`config.mk`:
```
export PLATFORM = sky130hd
export DESIGN_NAME = scan_code_to_char_translator
export DESIGN_NICKNAME = d
export VERILOG_FILES = /design/src/hw/rtl/sctc_pkg.sv /design/src/hw/rtl/sctc_front.sv /design/src/hw/rtl/sctc_fifo.sv /design/src/hw/rtl/sctc_back.sv /design/src/hw/rtl/scan_code_to_char_translator.sv
export SDC_FILE = /design/constraint.sdc
export NUM_CORES = 1
export LEC_CHECK = 0
export ABC_AREA = 1
export ABC_CLOCK_PERIOD_IN_PS = 4100
export BUFFER_PORTS_ARGS = -buffer_cell sky130_fd_sc_hd__buf_4
export CAP_MARGIN = 20
export CORE_MARGIN = 4
export CORE_UTILIZATION = 65
export DETAILED_ROUTE_END_ITERATION = 10
export PLACE_DENSITY = 0.87
export SLEW_MARGIN = 30
export SYNTH_ARGS = -nofsm -noshare
export SYNTH_HDL_FRONTEND = slang
export SYNTH_SLANG_ARGS = --single-unit
```
`constraint.sdc`:
```
create_clock -name i_clk -period 4.1 [get_ports i_clk]
set_input_delay 0.82 -clock i_clk [delete_from_list [all_inputs] [get_ports i_clk]]
set_output_delay 0.82 -clock i_clk [all_outputs]
set_load 0.01 [all_outputs]
```
`src/hw/rtl/sctc_pkg.sv`:
```
// Shared types, tables and lookup functions for the scan code translator.
package sctc_pkg;

    localparam int unsigned TableEntries = 83;

    localparam logic [7:0] CodeExtPrefix = 8'hE0;
    localparam logic [7:0] CodeLShiftBrk = 8'd170;
    localparam logic [7:0] CodeRShiftBrk = 8'd182;
    localparam logic [7:0] CodeAccent    = 8'd40;
    localparam logic [7:0] CodeLShift    = 8'd42;
    localparam logic [7:0] CodeRShift    = 8'd54;
    localparam logic [7:0] CodeCaps      = 8'd58;
    localparam logic [7:0] CodeNum       = 8'd69;
    localparam logic [7:0] CodeMakeMax   = 8'd128;
    localparam logic [7:0] CodeKeypadLo  = 8'd71;

    localparam logic signed [8:0] NoChar = -9'sd1;

    // kind of translation the back end performs
    typedef enum logic [2:0] {
        K_NONE  = 3'd0,
        K_EXT   = 3'd1,
        K_ACC   = 3'd2,
        K_PLAIN = 3'd3,
        K_SHIFT = 3'd4,
        K_PAD   = 3'd5
    } t_kind;

    typedef struct packed {
        logic [7:0] code;
        t_kind      kind;
        logic       leds;
        logic [2:0] led_byte;
    } t_entry;

    function automatic logic signed [8:0] plain_lookup(input logic [7:0] c);
        logic signed [8:0] r;
        case (c)
            8'd2: r = 9'sd49;   8'd3: r = 9'sd50;   8'd4: r = 9'sd51;
            8'd5: r = 9'sd52;   8'd6: r = 9'sd53;   8'd7: r = 9'sd54;
            8'd8: r = 9'sd55;   8'd9: r = 9'sd56;   8'd10: r = 9'sd57;
            8'd11: r = 9'sd48;  8'd12: r = 9'sd39;  8'd13: r = 9'sd168;
            8'd14: r = 9'sd8;   8'd15: r = 9'sd9;   8'd16: r = 9'sd113;
            8'd17: r = 9'sd119; 8'd18: r = 9'sd101; 8'd19: r = 9'sd114;
            8'd20: r = 9'sd116; 8'd21: r = 9'sd121; 8'd22: r = 9'sd117;
            8'd23: r = 9'sd105; 8'd24: r = 9'sd111; 8'd25: r = 9'sd112;
            8'd26: r = 9'sd123; 8'd27: r = 9'sd43;  8'd28: r = 9'sd10;
            8'd30: r = 9'sd97;  8'd31: r = 9'sd115; 8'd32: r = 9'sd100;
            8'd33: r = 9'sd102; 8'd34: r = 9'sd103; 8'd35: r = 9'sd104;
            8'd36: r = 9'sd106; 8'd37: r = 9'sd107; 8'd38: r = 9'sd108;
            8'd39: r = 9'sd164; 8'd40: r = -9'sd5;  8'd41: r = 9'sd125;
            8'd42: r = 9'sd124; 8'd43: r = -9'sd5;  8'd44: r = 9'sd122;
            8'd45: r = 9'sd120; 8'd46: r = 9'sd99;  8'd47: r = 9'sd118;
            8'd48: r = 9'sd98;  8'd49: r = 9'sd110; 8'd50: r = 9'sd109;
            8'd51: r = 9'sd44;  8'd52: r = 9'sd46;  8'd53: r = 9'sd45;
            8'd55: r = 9'sd42;  8'd57: r = 9'sd32;  8'd58: r = -9'sd5;
            8'd59: r = -9'sd41; 8'd60: r = -9'sd42; 8'd61: r = -9'sd43;
            8'd62: r = -9'sd44; 8'd63: r = -9'sd45; 8'd64: r = -9'sd46;
            8'd65: r = -9'sd47; 8'd66: r = -9'sd48; 8'd67: r = -9'sd49;
            8'd68: r = -9'sd50;
            default: r = common_tail(c);
        endcase
        return r;
    endfunction

    function automatic logic signed [8:0] common_tail(input logic [7:0] c);
        logic signed [8:0] r;
        case (c)
            8'd69: r = 9'sd78;  8'd70: r = 9'sd83;  8'd71: r = 9'sd72;
            8'd72: r = 9'sd202; 8'd74: r = 9'sd45;  8'd75: r = 9'sd185;
            8'd76: r = 9'sd206; 8'd77: r = 9'sd204; 8'd78: r = 9'sd43;
            8'd79: r = 9'sd69;  8'd80: r = 9'sd203; 8'd82: r = 9'sd73;
            8'd83: r = 9'sd68;
            default: r = NoChar;
        endcase
        return r;
    endfunction

    function automatic logic signed [8:0] shifted_lookup(input logic [7:0] c);
        logic signed [8:0] r;
        case (c)
            8'd2: r = 9'sd33;   8'd3: r = 9'sd34;   8'd4: r = 9'sd35;
            8'd5: r = 9'sd36;   8'd6: r = 9'sd37;   8'd7: r = 9'sd38;
            8'd8: r = 9'sd47;   8'd9: r = 9'sd40;   8'd10: r = 9'sd41;
            8'd11: r = 9'sd61;  8'd12: r = 9'sd63;  8'd13: r = 9'sd173;
            8'd14: r = 9'sd8;   8'd15: r = 9'sd9;   8'd16: r = 9'sd81;
            8'd17: r = 9'sd87;  8'd18: r = 9'sd69;  8'd19: r = 9'sd82;
            8'd20: r = 9'sd84;  8'd21: r = 9'sd89;  8'd22: r = 9'sd85;
            8'd23: r = 9'sd73;  8'd24: r = 9'sd79;  8'd25: r = 9'sd80;
            8'd26: r = 9'sd91;  8'd27: r = 9'sd42;  8'd28: r = 9'sd10;
            8'd30: r = 9'sd65;  8'd31: r = 9'sd83;  8'd32: r = 9'sd68;
            8'd33: r = 9'sd70;  8'd34: r = 9'sd71;  8'd35: r = 9'sd72;
            8'd36: r = 9'sd74;  8'd37: r = 9'sd75;  8'd38: r = 9'sd76;
            8'd39: r = 9'sd165; 8'd40: r = -9'sd5;  8'd41: r = 9'sd93;
            8'd42: r = 9'sd167; 8'd43: r = -9'sd5;  8'd44: r = 9'sd90;
            8'd45: r = 9'sd88;  8'd46: r = 9'sd67;  8'd47: r = 9'sd86;
            8'd48: r = 9'sd66;  8'd49: r = 9'sd78;  8'd50: r = 9'sd77;
            8'd51: r = 9'sd59;  8'd52: r = 9'sd58;  8'd53: r = 9'sd95;
            8'd54: r = -9'sd5;  8'd55: r = 9'sd42;  8'd57: r = 9'sd32;
            8'd58: r = -9'sd5;
            default: r = (c >= 8'd59 && c <= 8'd68) ? NoChar : common_tail(c);
        endcase
        return r;
    endfunction

    function automatic logic signed [8:0] keypad_lookup(input logic [7:0] c);
        logic signed [8:0] r;
        case (c)
            8'd71: r = 9'sd55; 8'd72: r = 9'sd56; 8'd73: r = 9'sd57;
            8'd75: r = 9'sd52; 8'd76: r = 9'sd53; 8'd77: r = 9'sd54;
            8'd79: r = 9'sd49; 8'd80: r = 9'sd50; 8'd81: r = 9'sd51;
            8'd82: r = 9'sd48; 8'd83: r = 9'sd46;
            default: r = NoChar;
        endcase
        return r;
    endfunction

    function automatic logic signed [8:0] ext_lookup(input logic [7:0] c);
        logic signed [8:0] r;
        case (c)
            8'd28: r = 9'sd10;  8'd53: r = 9'sd47;  8'd71: r = -9'sd78;
            8'd72: r = 9'sd202; 8'd74: r = 9'sd45;  8'd75: r = 9'sd185;
            8'd76: r = 9'sd206; 8'd77: r = 9'sd204; 8'd79: r = -9'sd77;
            8'd80: r = 9'sd203; 8'd82: r = 9'sd73;  8'd83: r = 9'sd68;
            default: r = NoChar;
        endcase
        return r;
    endfunction

    // accented vowels come out as unsigned codes
    function automatic logic signed [8:0] acc_lookup(input logic [7:0] c);
        logic signed [8:0] r;
        case (plain_lookup(c))
            9'sd97:  r = 9'sd160;
            9'sd101: r = 9'sd130;
            9'sd105: r = 9'sd161;
            9'sd111: r = 9'sd162;
            9'sd117: r = 9'sd163;
            default: r = NoChar;
        endcase
        return r;
    endfunction

endpackage

```
`src/hw/rtl/sctc_front.sv`:
```
// Front end: keeps keyboard state and classifies each scan byte.
module sctc_front (
    input  logic              i_clk,
    input  logic              i_rst_n,
    input  logic              i_fire,
    input  logic [7:0]        i_code,
    output sctc_pkg::t_entry  o_entry
);
    logic r_ext, r_lsh, r_rsh, r_caps, r_num, r_acc;
    logic n_ext, n_lsh, n_rsh, n_caps, n_num, n_acc;
    logic shift, letter;
    logic signed [8:0] pc;
    sctc_pkg::t_kind kind;
    logic leds;

    assign shift = r_lsh | r_rsh;
    assign pc = sctc_pkg::plain_lookup(i_code);
    assign letter = (pc >= 9'sd97 && pc <= 9'sd122) || pc == 9'sd164;

    always_comb begin
        n_ext = r_ext; n_lsh = r_lsh; n_rsh = r_rsh;
        n_caps = r_caps; n_num = r_num; n_acc = r_acc;
        kind = sctc_pkg::K_NONE;
        leds = 1'b0;
        if (r_ext) begin
            n_ext = 1'b0;
            kind = sctc_pkg::K_EXT;
        end else if (i_code == sctc_pkg::CodeExtPrefix) begin
            n_ext = 1'b1;
        end else if (i_code == sctc_pkg::CodeLShiftBrk) begin
            n_lsh = 1'b0;
        end else if (i_code == sctc_pkg::CodeRShiftBrk) begin
            n_rsh = 1'b0;
        end else if (i_code <= sctc_pkg::CodeMakeMax) begin
            if (r_acc) begin
                n_acc = 1'b0;
                if (!r_caps && !shift) kind = sctc_pkg::K_ACC;
            end else if (i_code == sctc_pkg::CodeAccent) begin
                n_acc = 1'b1;
            end else if (i_code == sctc_pkg::CodeLShift) begin
                n_lsh = 1'b1;
            end else if (i_code == sctc_pkg::CodeRShift) begin
                n_rsh = 1'b1;
            end else if (i_code == sctc_pkg::CodeCaps) begin
                n_caps = ~r_caps;
                leds = 1'b1;
            end else if (i_code == sctc_pkg::CodeNum) begin
                n_num = ~r_num;
                leds = 1'b1;
            end else if (r_caps && letter) begin
                // caps inverts shift on letters
                kind = shift ? sctc_pkg::K_PLAIN : sctc_pkg::K_SHIFT;
            end else if ((shift || r_num)
                         && sctc_pkg::keypad_lookup(i_code) != sctc_pkg::NoChar) begin
                kind = sctc_pkg::K_PAD;
            end else if (shift) begin
                kind = sctc_pkg::K_SHIFT;
            end else begin
                kind = sctc_pkg::K_PLAIN;
            end
        end
    end

    always_comb begin
        o_entry.code = i_code;
        o_entry.kind = kind;
        o_entry.leds = leds;
        o_entry.led_byte = leds ? {n_caps, n_num, 1'b0} : 3'd0;
    end

    always_ff @(posedge i_clk) begin
        if (!i_rst_n) begin
            r_ext <= 1'b0; r_lsh <= 1'b0; r_rsh <= 1'b0;
            r_caps <= 1'b0; r_num <= 1'b0; r_acc <= 1'b0;
        end else if (i_fire) begin
            r_ext <= n_ext; r_lsh <= n_lsh; r_rsh <= n_rsh;
            r_caps <= n_caps; r_num <= n_num; r_acc <= n_acc;
        end
    end

    property p_ext_clears;
        @(posedge i_clk) disable iff (!i_rst_n) (i_fire && r_ext) |=> !r_ext;
    endproperty
    a_ext_clears: assert property (p_ext_clears) else $error("prefix flag stuck");

    property p_led_caps;
        @(posedge i_clk) disable iff (!i_rst_n)
            (i_fire && o_entry.leds) |=> (o_entry.led_byte == 3'd0 || 1'b1) && 
            ({r_caps, r_num} == $past({n_caps, n_num}));
    endproperty
    a_led_caps: assert property (p_led_caps) else $error("lock state mismatch");

    property p_hold;
        @(posedge i_clk) disable iff (!i_rst_n)
            !i_fire |=> $stable({r_ext, r_lsh, r_rsh, r_caps, r_num, r_acc});
    endproperty
    a_hold: assert property (p_hold) else $error("state moved without a beat");
endmodule

```
`src/hw/rtl/sctc_fifo.sv`:
```
// Short queue between front and back ends.
module sctc_fifo #(
    parameter int unsigned DEPTH = 2
) (
    input  logic              i_clk,
    input  logic              i_rst_n,
    input  logic              i_push,
    input  sctc_pkg::t_entry  i_data,
    output logic              o_full,
    input  logic              i_pop,
    output logic              o_empty,
    output sctc_pkg::t_entry  o_data
);
    localparam int unsigned AW = (DEPTH > 1) ? $clog2(DEPTH) : 1;
    sctc_pkg::t_entry r_mem [DEPTH];
    logic [AW-1:0] r_wp, r_rp;
    logic [AW:0]   r_cnt;

    assign o_full  = r_cnt == (AW+1)'(DEPTH);
    assign o_empty = r_cnt == '0;
    assign o_data  = r_mem[r_rp];

    always_ff @(posedge i_clk) begin
        if (i_push) r_mem[r_wp] <= i_data;
    end

    always_ff @(posedge i_clk) begin
        if (!i_rst_n) begin
            r_wp <= '0; r_rp <= '0; r_cnt <= '0;
        end else begin
            if (i_push) r_wp <= (r_wp == AW'(DEPTH-1)) ? '0 : r_wp + 1'b1;
            if (i_pop)  r_rp <= (r_rp == AW'(DEPTH-1)) ? '0 : r_rp + 1'b1;
            r_cnt <= r_cnt + (AW+1)'(i_push) - (AW+1)'(i_pop);
        end
    end

    a_no_ovf: assert property (@(posedge i_clk) disable iff (!i_rst_n)
        !(i_push && o_full)) else $error("queue overflow");
    a_no_unf: assert property (@(posedge i_clk) disable iff (!i_rst_n)
        !(i_pop && o_empty)) else $error("queue underflow");
    a_cnt: assert property (@(posedge i_clk) disable iff (!i_rst_n)
        (i_push && !i_pop) |=> r_cnt == $past(r_cnt) + 1'b1) else $error("count slip");
endmodule

```
`src/hw/rtl/sctc_back.sv`:
```
// Back end: table lookup and registered output beat.
module sctc_back (
    input  logic              i_clk,
    input  logic              i_rst_n,
    input  logic              i_empty,
    input  sctc_pkg::t_entry  i_entry,
    output logic              o_pop,
    output logic              o_tvalid,
    input  logic              i_tready,
    output logic [15:0]       o_tdata
);
    logic r_valid;
    logic [15:0] r_data;
    logic signed [8:0] ch;
    logic cv;

    always_comb begin
        case (i_entry.kind)
            sctc_pkg::K_EXT:   ch = sctc_pkg::ext_lookup(i_entry.code);
            sctc_pkg::K_ACC:   ch = sctc_pkg::acc_lookup(i_entry.code);
            sctc_pkg::K_PLAIN: ch = sctc_pkg::plain_lookup(i_entry.code);
            sctc_pkg::K_SHIFT: ch = sctc_pkg::shifted_lookup(i_entry.code);
            sctc_pkg::K_PAD:   ch = sctc_pkg::keypad_lookup(i_entry.code);
            default:           ch = sctc_pkg::NoChar;
        endcase
    end

    assign cv = ch != sctc_pkg::NoChar;
    assign o_pop = !i_empty && (!r_valid || i_tready);
    assign o_tvalid = r_valid;
    assign o_tdata = r_data;

    always_ff @(posedge i_clk) begin
        if (o_pop)
            r_data <= {2'b00, i_entry.led_byte, i_entry.leds,
                       cv ? ch : 9'sd0, cv};
    end

    always_ff @(posedge i_clk) begin
        if (!i_rst_n) r_valid <= 1'b0;
        else if (o_pop) r_valid <= 1'b1;
        else if (i_tready) r_valid <= 1'b0;
    end

    a_stall: assert property (@(posedge i_clk) disable iff (!i_rst_n)
        (r_valid && !i_tready) |=> r_valid && $stable(r_data)) else $error("beat lost");
    a_zero: assert property (@(posedge i_clk) disable iff (!i_rst_n)
        (r_valid && !r_data[0]) |-> r_data[9:1] == 9'd0) else $error("code not cleared");
    a_led: assert property (@(posedge i_clk) disable iff (!i_rst_n)
        (r_valid && !r_data[10]) |-> r_data[13:11] == 3'd0) else $error("led not cleared");
endmodule

```
`src/hw/rtl/scan_code_to_char_translator.sv`:
```
// Top level of the set-1 scan code to character translator.
// One scan byte per beat in, one result beat out per byte, one byte per
// cycle sustained while m_axis_tready stays high. The front end updates
// shift/lock/prefix/accent state in the accept cycle; a two-entry queue
// feeds the table lookup in the back end, whose result is registered in its output register. Result tdata:
// bit 0 char_valid, bits 9:1 char_code (signed), bit 10 led_update,
// bits 13:11 led_byte (caps, num, scroll=0).
module scan_code_to_char_translator #(
    parameter int unsigned QUEUE_DEPTH = 2
) (
    input  logic        i_clk,
    input  logic        i_rst_n,
    input  logic        s_axis_tvalid,
    output logic        s_axis_tready,
    input  logic [7:0]  s_axis_tdata,   // [7:0] scan_code
    output logic        m_axis_tvalid,
    input  logic        m_axis_tready,
    output logic [15:0] m_axis_tdata    // [0] char_valid [9:1] char_code [10] led_update [13:11] led_byte
);
    sctc_pkg::t_entry fe, qe;
    logic full, empty, pop, fire;

    assign s_axis_tready = !full;
    assign fire = s_axis_tvalid && !full;

    sctc_front u_front (
        .i_clk(i_clk), .i_rst_n(i_rst_n), .i_fire(fire),
        .i_code(s_axis_tdata), .o_entry(fe)
    );

    sctc_fifo #(.DEPTH(QUEUE_DEPTH)) u_fifo (
        .i_clk(i_clk), .i_rst_n(i_rst_n), .i_push(fire), .i_data(fe),
        .o_full(full), .i_pop(pop), .o_empty(empty), .o_data(qe)
    );

    sctc_back u_back (
        .i_clk(i_clk), .i_rst_n(i_rst_n), .i_empty(empty), .i_entry(qe),
        .o_pop(pop), .o_tvalid(m_axis_tvalid), .i_tready(m_axis_tready),
        .o_tdata(m_axis_tdata)
    );
endmodule
```
==> run summary <==
The run finished with clean final reports. The average cell area after synthesis came out at 5.811 um2. The clock latency of the later-clocked register in the worst-skew pair is 320 ps.

The worst path needs 3576 ps of the cycle, external delays included. For the worst setup path, the data required time is 4230 ps. The worst pin sits at a relative slew slack of 0.5807. The number of levels the H-tree was split into is 2. Counting both buffers and inverters, the worst setup path holds a total of 3. The number of global-route vias before repair is 6986. The die covers 0.01095 mm2. The number of antenna diodes in the final layout is 0. The number of antenna violations at the first check in global routing came out at 0.

After floorplanning, the core was divided into 35 placement rows. The clock net in this run drives a total of 53 sinks. The highest attainable clock frequency came out at 0.2796 GHz. Of the total power, combinational logic draws 0.639. For the worst setup path, the data arrival time is 3710 ps.

Clock-pin slew was measured on the worst setup and hold paths at 110 ps. The number of gates resized after CTS was 0. The cell internal power dissipation came out at 1.626 mW. The maximum single-stage delay on the critical path came out at 470 ps.

Among all flip-flop cells after synthesis, the most frequent one is edfxtp_1. The share of layout cells above drive strength 1 is 0.1095. The library cells used most frequently in the layout, excluding fill and tap cells, are nand2_1, nor2_1, inv_1, nand3_1, a21oi_1.

The clock tree from TritonCTS is built. On the critical path, the stage with the largest delay is an instance of nor2_1. The worst clock skew is 11.38 ps. Setup repair after global routing left no endpoint under its margin.

At the pin with the least slew margin, the transition time is 623.3 ps. The power dissipated by switching net loads is 1.706 mW. The estimated wirelength of the detail-placed design is 16170 um. The total overflow left after global routing is 0. The pin count of the biggest net entering global routing came out at 23. In this run the worst hold path is classified as flop to flop. STA classifies the critical path endpoint as a flop. Leaving out fill and tap cells, the most frequent cell in the layout is nand2_1.

The critical path is of the input port to flop type. Synthesis handed over a netlist of 1045 instances. In this run the clock root is driven by a clkbuf_8.

The buffer depth of the longest clock path is 2. The share of total power dissipated in the clock network is 0.113. Counting flops with a built-in enable in the synthesized netlist gives 41. The overall routed net length came out at 20530 um.

On the critical path the largest part of the delay comes from simple AND/OR/NAND/NOR gates. The number of buffers inserted by port buffering came out at 26. The die extent in y came out at 104.7 um. The routed wire length per instance came out at 17.26 um. Counting stages on the worst path, the most repeated cell is nand2_1. Hold is met by 473.4 ps. The area of the core region came out at 0.009153 mm2. The all-layer global routing usage is 0.3728. The power share of the sequential group is 0.248. The number of buffers created by CTS came out at 5. Max-cap violations in this run came to 0.

The cell area power density came out at 512.9 mW/mm2. The signal on the critical path passes through buf_4 -> inv_1 -> nand2_1 -> nor2_1 -> nand2_1 -> o21ai_0 -> nor2_1 -> nand3_1 -> nor3_1 -> nand3b_1 -> nand2_1 -> o21ai_0 -> inv_1 -> nand2_1 -> nand2_1 -> nand3_1 -> nand3_1 -> a21oi_1. The worst setup path is launched from an input port. The static power due to leakage came out at 3.530 nW.

Across the VDD grid, the largest voltage drop is 0.0004620 V. For this run, design rule violations remaining after detail routing come to 0. The DRC violation total after the first TritonRoute iteration is 826.

The first detailed-routing pass ran for 8 iterations. The mapped netlist covers 0.006072 mm2. The buffer count from post-CTS setup fixing came out at 0. The share of the cycle needed by the critical path after routing is 0.8723. Across all layers, the routed design uses 7481 vias. From synthesis to final layout, the design area changed by 7.006%. In this run the remaining antenna-violating nets after routing total 0. The initial utilization of the core area, before any placement, comes to 0.6634. Setup violations remaining at the end of the flow were counted as 0.

The top fanout value on the critical path is 8. The total number of nets in the final design is 1091. Hold repair after CTS inserted 0 buffers.

The via-per-instance ratio came out at 6.292. The synthesized flop and latch total came out at 53. The share of the Yosys chip area taken by registers is 0.2423. The count of different cell masters after synthesis is 45. The first global-routing pass estimated 33450 um of wire. Routability-driven placement finished with a final weighted congestion of 1.083. The I/O pin total came out at 30. The floorplan step set the die width to 104.7 um. During synthesis, Yosys emitted a total of 0 warnings.

Of the total power, the share spent switching nets is 0.5121. The sum of negative setup slack is 0 ps. In the synthesized netlist the async set-or-reset flop fraction comes to 0. The number of pins exceeding their max-slew limit in the final report is 0. The number of failing hold endpoints at the final stage came out at 0.
## worst paths after layout
path,startpoint,depth (start not counted),slack [ps],to
max,s_axis_tdata[6],18,520,u_fifo.r_mem[1][5]
min,u_fifo.r_rp,1,470,u_fifo.r_rp
max reg2reg,flop,19,710,u_back.o_tdata[2]
min reg2reg,u_fifo.r_rp,1,470,u_fifo.r_rp
## cell families (layout without fill, tap and decap cells)
| kind of cell | Yosys count | count (layout) | synth area share |
|---|---|---|---|
| flip-flops | 53 | 53 | 0.2423 |
| XOR/XNOR | 3 | 3 | 0.004328 |
| AO/OA/AOI/OAI | 116 | 116 | 0.1071 |
| AND/OR/NAND/NOR | 732 | 732 | 0.5485 |
| other | 1 | 3 | 0.0006176 |
| adder cells (fa/ha/maj) | 2 | 2 | 0.004121 |
| buffers and inverters | 138 | 169 | 0.09293 |
## synth_stat cells (3+ instances only)
cell	count	area share
xor2_1	3	0.0043
o211ai_1	3	0.0037
a31oi_1	11	0.011
a21oi_1	43	0.035
nand2_1	315	0.19
dfxtp_1	12	0.040
nor3_2	3	0.0049
inv_2	5	0.0031
inv_1	122	0.075
nor2_4	5	0.0093
or2_2	5	0.0052
buf_4	8	0.0099
nor2_1	190	0.12
o21ai_0	34	0.028
nand2_2	20	0.021
nand3_2	3	0.0049
edfxtp_1	41	0.20
nand3_1	74	0.061
o21ai_1	7	0.0058
and3_1	3	0.0031
nor3b_1	8	0.0099
nor2_2	23	0.024
nand3b_1	11	0.014
nor3_1	33	0.027
a211oi_1	5	0.0062
nand4_1	23	0.024
nand2_4	8	0.015
## registers in the layout, indices dropped and copies added (netlist names), named ones only
signal,cells
u_front.r_ext,1
u_fifo.r_mem,28
u_front.r_acc,1
u_fifo.r_wp,1
u_back.o_tdata,13
u_front.r_caps,1
u_fifo.r_rp,1
u_back.o_tvalid,1
u_front.r_lsh,1
u_fifo.r_cnt,2
u_front.r_rsh,1
u_front.r_num,1
## power by group through the flow
| stage | clock (mW) | combinational [mW] | sequential [mW] |
|---|---|---|---|
| after floorplan | 0 | 1.51 | 0.863 |
| after global placement | 0 | 2.01 | 0.827 |
| after detailed placement | 0 | 2.08 | 0.836 |
| after CTS | 0.378 | 2.08 | 0.825 |
| after global routing | 0.392 | 2.35 | 0.840 |
| final | 0.378 | 2.13 | 0.827 |
## layer usage
layer,global-route usage,routed length (um)
met5,0,0
met4,0.2212,1496
met3,0.06794,2271
met2,0.6255,9423
met1,0.4448,7335
## metrics by stage
| stage | power (mW) | worst slack [ps] | instances | utilization | instance area, um2 |
|---|---|---|---|---|---|
| after CTS | 3.285 | 713.5 | 1189 | 0.7099 | 6497 |
| after global routing | 3.584 | 283.2 | 1189 | 0.7099 | 6497 |
| final | 3.332 | 523.7 | 1189 | 0.7099 | 6497 |
| after global placement | 2.842 | 596.8 | 1181 | 0.6977 | 6386 |
| after detailed placement | 2.912 | 452.6 | 1181 | 0.6977 | 6386 |
| after floorplan | 2.369 | 1093 | 1047 | - | 6080 |
## cell type report
type,count,area [um2]
Clock inverter,2,38.79
Timing Repair Buffer,34,255.2
Sequential cell,53,1471
Inverter,127,476.7
Fill cell,769,2655
Tap cell,111,138.9
Clock buffer,6,72.57
Multi-Input combinational cell,856,4044
(Power assumes the default switching activity.)
